==> config.mk <==
export PLATFORM = sky130hd
export DESIGN_NAME = char_lcd_4bit_sequencer
export DESIGN_NICKNAME = d
export VERILOG_FILES = /design/src/cls_pkg.sv /design/src/char_lcd_4bit_sequencer.sv
export SDC_FILE = /design/constraint.sdc
export NUM_CORES = 1
export LEC_CHECK = 0
export ABC_AREA = 1
export BUFFER_PORTS_ARGS = -buffer_cell sky130_fd_sc_hd__buf_2
export CORE_AREA = 2 2 91 93
export CTS_BUF_LIST = sky130_fd_sc_hd__clkbuf_16
export DETAILED_ROUTE_END_ITERATION = 10
export DIE_AREA = 0 0 93 95
export PLACE_DENSITY_LB_ADDON = 0.08
export SETUP_SLACK_MARGIN = 0.5
export SLEW_MARGIN = 15
export SYNTH_ARGS = -nofsm -noshare
export SYNTH_HDL_FRONTEND = slang
export SYNTH_SLANG_ARGS = --single-unit
==> constraint.sdc <==
create_clock -name clk -period 5.3 [get_ports clk]
set_input_delay 0.265 -clock clk [delete_from_list [all_inputs] [get_ports clk]]
set_output_delay 0.265 -clock clk [all_outputs]
set_load 0.01 [all_outputs]
==> src/cls_pkg.sv <==
`default_nettype none

package cls_pkg;

    // Request kinds
    typedef enum logic [1:0] {
        CMD_INIT  = 2'd0,
        CMD_INSTR = 2'd1,
        CMD_DATA  = 2'd2,
        CMD_ADDR  = 2'd3
    } cmd_t;

    // Configuration register indexes
    typedef enum logic [2:0] {
        CFG_CLOCKS_PER_US   = 3'd0,
        CFG_STROBE_CYCLE_US = 3'd1,
        CFG_FUNCTION_SET    = 3'd2,
        CFG_DISPLAY_CONTROL = 3'd3,
        CFG_ENTRY_MODE      = 3'd4
    } cfg_idx_t;

    localparam int CFG_INDEX_W = 3;
    localparam int CFG_DATA_W  = 10;
    localparam int WAIT_W      = 15;
    localparam int PC_W        = 4;

    localparam logic [7:0] FUNCTION_SET_RST    = 8'h28;
    localparam logic [7:0] DISPLAY_CONTROL_RST = 8'h0E;
    localparam logic [7:0] ENTRY_MODE_RST      = 8'h06;
    localparam logic [7:0] CLEAR_BYTE          = 8'h01;
    localparam logic [7:0] ADDR_FLAG           = 8'h80;

    // Program entry points
    localparam logic [PC_W-1:0] PC_INIT = 4'd0;
    localparam logic [PC_W-1:0] PC_BYTE = 4'd12;

    typedef struct packed {
        logic [1:0] command;
        logic [7:0] value;
    } req_beat_t;

    typedef struct packed {
        logic              register_select;
        logic [3:0]        nibble;
        logic [WAIT_W-1:0] wait_before_us;
        logic              last;
    } xfer_beat_t;

    typedef enum logic {
        SEQ_IDLE = 1'b0,
        SEQ_RUN  = 1'b1
    } seq_state_t;

    typedef enum logic [1:0] {
        NS_CONST = 2'd0,
        NS_HIGH  = 2'd1,
        NS_LOW   = 2'd2
    } nib_src_t;

    typedef enum logic [2:0] {
        BS_FUNCTION = 3'd0,
        BS_DISPLAY  = 3'd1,
        BS_CLEAR    = 3'd2,
        BS_ENTRY    = 3'd3,
        BS_HELD     = 3'd4
    } byte_src_t;

    typedef enum logic [2:0] {
        W_NONE  = 3'd0,
        W_50    = 3'd1,
        W_300   = 3'd2,
        W_5000  = 3'd3,
        W_20000 = 3'd4
    } wait_code_t;

    typedef struct packed {
        nib_src_t   nib_src;
        byte_src_t  byte_src;
        logic [3:0] const_nib;
        wait_code_t wait_code;
        logic       last;
    } ctrl_word_t;

    function automatic logic [WAIT_W-1:0] wait_us(input wait_code_t code);
        logic [WAIT_W-1:0] us;
        case (code)
            W_50:    us = 15'd50;
            W_300:   us = 15'd300;
            W_5000:  us = 15'd5000;
            W_20000: us = 15'd20000;
            default: us = 15'd0;
        endcase
        return us;
    endfunction

    function automatic ctrl_word_t mk(input nib_src_t ns, input byte_src_t bs,
                                      input logic [3:0] cn, input wait_code_t wc,
                                      input logic lst);
        ctrl_word_t w;
        w.nib_src   = ns;
        w.byte_src  = bs;
        w.const_nib = cn;
        w.wait_code = wc;
        w.last      = lst;
        return w;
    endfunction

    // Microcode store: init program at PC_INIT, byte program at PC_BYTE
    function automatic ctrl_word_t rom_word(input logic [PC_W-1:0] pc);
        ctrl_word_t w;
        case (pc)
            4'd0:    w = mk(NS_CONST, BS_HELD,     4'h3, W_20000, 1'b0);
            4'd1:    w = mk(NS_CONST, BS_HELD,     4'h3, W_5000,  1'b0);
            4'd2:    w = mk(NS_CONST, BS_HELD,     4'h3, W_300,   1'b0);
            4'd3:    w = mk(NS_CONST, BS_HELD,     4'h2, W_50,    1'b0);
            4'd4:    w = mk(NS_HIGH,  BS_FUNCTION, 4'h0, W_50,    1'b0);
            4'd5:    w = mk(NS_LOW,   BS_FUNCTION, 4'h0, W_NONE,  1'b0);
            4'd6:    w = mk(NS_HIGH,  BS_DISPLAY,  4'h0, W_50,    1'b0);
            4'd7:    w = mk(NS_LOW,   BS_DISPLAY,  4'h0, W_NONE,  1'b0);
            4'd8:    w = mk(NS_HIGH,  BS_CLEAR,    4'h0, W_50,    1'b0);
            4'd9:    w = mk(NS_LOW,   BS_CLEAR,    4'h0, W_NONE,  1'b0);
            4'd10:   w = mk(NS_HIGH,  BS_ENTRY,    4'h0, W_50,    1'b0);
            4'd11:   w = mk(NS_LOW,   BS_ENTRY,    4'h0, W_NONE,  1'b1);
            4'd12:   w = mk(NS_HIGH,  BS_HELD,     4'h0, W_NONE,  1'b0);
            4'd13:   w = mk(NS_LOW,   BS_HELD,     4'h0, W_NONE,  1'b1);
            default: w = mk(NS_CONST, BS_HELD,     4'h0, W_NONE,  1'b1);
        endcase
        return w;
    endfunction

endpackage

`default_nettype wire

==> src/char_lcd_4bit_sequencer.sv <==
// A taken request sets state and step counter; its first beat then enters the output register.
// Throughput: one nibble beat per cycle while the consumer takes them; init gives 12 beats,
// every byte request 2 beats. The microcode step counter sets this: one step per beat.
// A new request is taken once the last beat of the previous one sits in the output register.
// Reset (rst_n low, asynchronous): sequencer idle, no beat pending, init bytes at their
// datasheet defaults.
`default_nettype none

module char_lcd_4bit_sequencer
    import cls_pkg::*;
(
    input  wire logic                   clk,
    input  wire logic                   rst_n,
    // request channel
    input  wire logic                   req_valid,
    output logic                        req_ready,
    input  wire req_beat_t              req,
    // nibble transfer channel
    output logic                        xfer_valid,
    input  wire logic                   xfer_ready,
    output xfer_beat_t                  xfer,
    // configuration writes
    input  wire logic                   cfg_valid,
    output logic                        cfg_ready,
    input  wire logic [CFG_INDEX_W-1:0] cfg_index,
    input  wire logic [CFG_DATA_W-1:0]  cfg_data
);

    // Sequencer control
    seq_state_t      state_reg, state_next;
    logic [PC_W-1:0] pc_reg, pc_next;
    logic            xfer_valid_reg, xfer_valid_next;

    // Datapath
    logic [7:0]      held_byte_reg, held_byte_next;
    logic            held_select_reg, held_select_next;
    xfer_beat_t      xfer_reg, xfer_next;

    // Init bytes; clock rate and strobe period only pace the back end, so
    // writes to those indexes are taken and dropped here.
    logic [7:0]      fn_word_reg, disp_word_reg, entry_word_reg;

    ctrl_word_t      cw;
    logic [7:0]      sel_byte;
    logic            req_fire;
    logic            load_out;

    assign cfg_ready  = 1'b1;
    assign req_ready  = (state_reg == SEQ_IDLE);
    assign xfer_valid = xfer_valid_reg;
    assign xfer       = xfer_reg;
    assign req_fire   = req_valid && req_ready;

    // Config register file
    always_ff @(posedge clk or negedge rst_n)
    begin
        if (!rst_n)
        begin
            fn_word_reg    <= FUNCTION_SET_RST;
            disp_word_reg  <= DISPLAY_CONTROL_RST;
            entry_word_reg <= ENTRY_MODE_RST;
        end
        else if (cfg_valid && cfg_ready)
        begin
            case (cfg_index)
                CFG_FUNCTION_SET:    fn_word_reg    <= cfg_data[7:0];
                CFG_DISPLAY_CONTROL: disp_word_reg  <= cfg_data[7:0];
                CFG_ENTRY_MODE:      entry_word_reg <= cfg_data[7:0];
                default:
                begin
                end
            endcase
        end
    end

    // Control state
    always_ff @(posedge clk or negedge rst_n)
    begin
        if (!rst_n)
        begin
            state_reg      <= SEQ_IDLE;
            pc_reg         <= PC_INIT;
            xfer_valid_reg <= 1'b0;
        end
        else
        begin
            state_reg      <= state_next;
            pc_reg         <= pc_next;
            xfer_valid_reg <= xfer_valid_next;
        end
    end

    // Payload registers
    always_ff @(posedge clk)
    begin
        held_byte_reg   <= held_byte_next;
        held_select_reg <= held_select_next;
        xfer_reg        <= xfer_next;
    end

    // Fetch the control word and steer the byte the step works on
    always_comb
    begin
        cw = rom_word(pc_reg);
        case (cw.byte_src)
            BS_FUNCTION: sel_byte = fn_word_reg;
            BS_DISPLAY:  sel_byte = disp_word_reg;
            BS_CLEAR:    sel_byte = CLEAR_BYTE;
            BS_ENTRY:    sel_byte = entry_word_reg;
            default:     sel_byte = held_byte_reg;
        endcase
    end

    // Next state, step counter and output beat
    always_comb
    begin
        state_next       = state_reg;
        pc_next          = pc_reg;
        held_byte_next   = held_byte_reg;
        held_select_next = held_select_reg;
        xfer_next        = xfer_reg;
        xfer_valid_next  = xfer_valid_reg;
        load_out         = 1'b0;

        // drop the pending beat once the consumer takes it
        if (xfer_valid_reg && xfer_ready)
        begin
            xfer_valid_next = 1'b0;
        end

        case (state_reg)
            SEQ_IDLE:
            begin
                if (req_fire)
                begin
                    // latch the byte and RS level, jump to the program entry
                    state_next       = SEQ_RUN;
                    held_select_next = (req.command == CMD_DATA);
                    held_byte_next   = (req.command == CMD_ADDR) ? (req.value | ADDR_FLAG)
                                                                : req.value;
                    pc_next          = (req.command == CMD_INIT) ? PC_INIT : PC_BYTE;
                end
            end
            SEQ_RUN:
            begin
                // advance only when the output register is free or draining
                load_out = !xfer_valid_reg || xfer_ready;
                if (load_out)
                begin
                    xfer_valid_next = 1'b1;
                    case (cw.nib_src)
                        NS_HIGH: xfer_next.nibble = sel_byte[7:4];
                        NS_LOW:  xfer_next.nibble = sel_byte[3:0];
                        default: xfer_next.nibble = cw.const_nib;
                    endcase
                    xfer_next.register_select = (cw.byte_src == BS_HELD) && held_select_reg;
                    xfer_next.wait_before_us  = wait_us(cw.wait_code);
                    xfer_next.last            = cw.last;
                    if (cw.last)
                    begin
                        state_next = SEQ_IDLE;
                    end
                    else
                    begin
                        pc_next = pc_reg + 4'd1;
                    end
                end
            end
            default:
            begin
                state_next = SEQ_IDLE;
            end
        endcase
    end

endmodule

`default_nettype wire

==> impl_metrics.tcl <==
set metrics [dict create \
    status "finished, final reports clean" \
    cp.arrival_ns 2.56 \
    yosys.area.top_type "edfxtp_1" \
    largest_reg_flops 13 \
    max_slew_margin_pct 53.6 \
    setup_viol 0 \
    root_buffer "clkbuf_16" \
    num_vias 2005 \
    whs_ns 0.0228 \
    initial_core_util_pct 34.0 \
    h-tree-depth 2 \
    insertion_delay_ns 0.29 \
    drt-total-wl_mm 5.45 \
    dieHeight_um 95 \
    dp_hpwl_mm 4.05 \
    async_flop_share_pct 57.7 \
    tightest_slew_ns 0.697 \
    ant_nets 0 \
    grt_pass1_wl_mm 9.23 \
    grt_start_max_net_pins 31 \
    vdd_ir_drop_max_uv 194 \
    rsz0062_at_grt "false" \
    port_buffers 45 \
    first_iter_violations 63 \
    startpoint "pc_reg[2]" \
    setup_tns_ns 0 \
    synthTopCellsByArea "edfxtp_1, dfrtp_1, nand2_1" \
    cts.sinks 52 \
    grt_pass1_vias 1911 \
    grtUsageTotal_pct 13.4 \
    core_sq_um 7930 \
    holdCritPathClass "in -> async" \
    clockBufferDepth 2 \
    syn_area_sq_um 2700 \
    hold_buffers 0 \
    synth_flop_cell "dfrtp_1" \
    yosys.area.top_type_share_pct 24.5 \
    ys_types 30 \
    crit_path_max_fanout 16 \
    antenna_found_initial 0 \
    seqCellArea_sq_um 1420 \
    wl_met1_mm 2.80 \
    met2_length_mm 2.39 \
    path_class "reg -> reg" \
    layout_commonest_cell "nand2_1" \
    seq_area_frac_synth_pct 52.6 \
    die_area_sq_um 8840 \
    wl_met3_um 186 \
    drc_errors 0 \
    finalInstanceArea_sq_um 3080 \
    cts_resized 0 \
    p_leak_uw 0.00148 \
    ios 52 \
    nFillCells 836 \
    synth_area_per_cell_sq_um 9.30 \
    drive_above_1_share_pct 22.5 \
    synth_cells 290 \
    hold_viol 0 \
    drv_cap 0 \
    clkSlewWorstSetupHoldPaths_ns 0.06 \
    n_antenna_cell 0 \
    gp_congestion 0.817 \
    placementRows 33 \
    power_density_nw_per_um2 558 \
    ys_ff_latch 52 \
    vias_per_cell 4.62 \
    start_kind "flip-flop" \
    crit_required_ns 5.40 \
    die_x_um 93 \
    multi_input_area_sq_um 1030 \
    yosysWarnings 0 \
    layout.nets 369 \
    numCtsBuffers 5 \
    r2r_cells 8 \
    avgRoutedWirePerCell_um 12.6 \
    cts_tree "done" \
    fin_crit_sh_pct 46.4 \
    cp-end-kind "flip-flop" \
    drv_slew 0 \
    rr_startpoint "pc_reg[2]" \
    timing.final.crit_period_ns 2.46 \
    maxClockFrequency_ghz 0.407 \
    synth-edff-count 22 \
    dr.pass1.iters 4 \
    grt.overflow.total 0 \
    area_delta_synth_final_pct 14.1 \
    layout_common_cells "nand2_1, buf_2, inv_1, o21ai_0, nand3_1" \
    top_layer "met4" \
    place_area_sq_um 2940 \
    post_cts_buffers 0 \
    fin_skew_ns 0.00413 \
]
[final timing paths]
kind	end	slack, ns
worst min register to register	entry_word_reg[7]	0.49
worst min-delay path	fn_word_reg[6]	0.02
worst max-delay path	xfer[18]	2.84
min in group clk	held_byte_reg[2]	0.15
max in group asynchronous	entry_word_reg[4]	4.83
worst max register to register	xfer[18]	2.84
[critical path, stage by stage (launching register included)]
cell and delay [ns]:
dfrtp_1 0.63, inv_2 0.17, ha_1 0.48, inv_2 0.13
nor2_4 0.33, nand3_1 0.13, nand4_1 0.11, nand2_1 0.06
a21oi_1 0.23
[per-layer routing]
layer	up-vias	global-route usage, %
li1	1019	-
met2	43	21.0
met3	6	2.47
met5	-	0
met1	937	18.9
met4	0	4.04
[logic make-up after synthesis]
| family | synth area share [%] |
|---|---|
| simple gates | 22.3 |
| flops | 52.6 |
| buf+inv | 9.55 |
| compound gates | 9.18 |
| fa+ha+maj | 6.03 |
| other cells | 0.278 |
[cells in the mapped netlist, drive strengths merged, types with 2 or more instances]
library cell	instances
dfrtp	23
inv	34
nor2	22
o21ai	36
conb	2
nand4	6
buf	14
a31oi	2
a21oi	5
ha	13
edfxtp	22
dfstp	7
clkbuf	3
nand3	29
nor3	2
nand2	66
[metrics by stage]
step / util, % / instances / worst slack [ns] / total power (uW)
detailed placement: 37.1 / 426 / 2.86 / 1430
floorplan: - / 292 / 3.31 / 1260
finish: 38.8 / 434 / 2.84 / 1720
global placement: 37.1 / 426 / 2.88 / 1430
CTS: 38.8 / 434 / 2.84 / 1740
global route: 38.8 / 434 / 2.60 / 1880
[power breakdown]
part | total (uW) | leakage (uW) | switching (uW) | internal, uW
registers | 662 | 0.000569 | 89.1 | 573
logic | 750 | 0.000830 | 490 | 260
clock network | 304 | 0.0000776 | 134 | 170
[final cells by class]
cell class / count / share of cell area (%)
multi-input combinational: 189 / 33.4
clock buffer: 5 / 4.07
tap: 105 / 4.27
clock inverter: 3 / 0.366
sequential: 52 / 46.1
inverter: 34 / 4.23
timing repair buffer: 46 / 7.56
(Power assumes the default switching activity.)
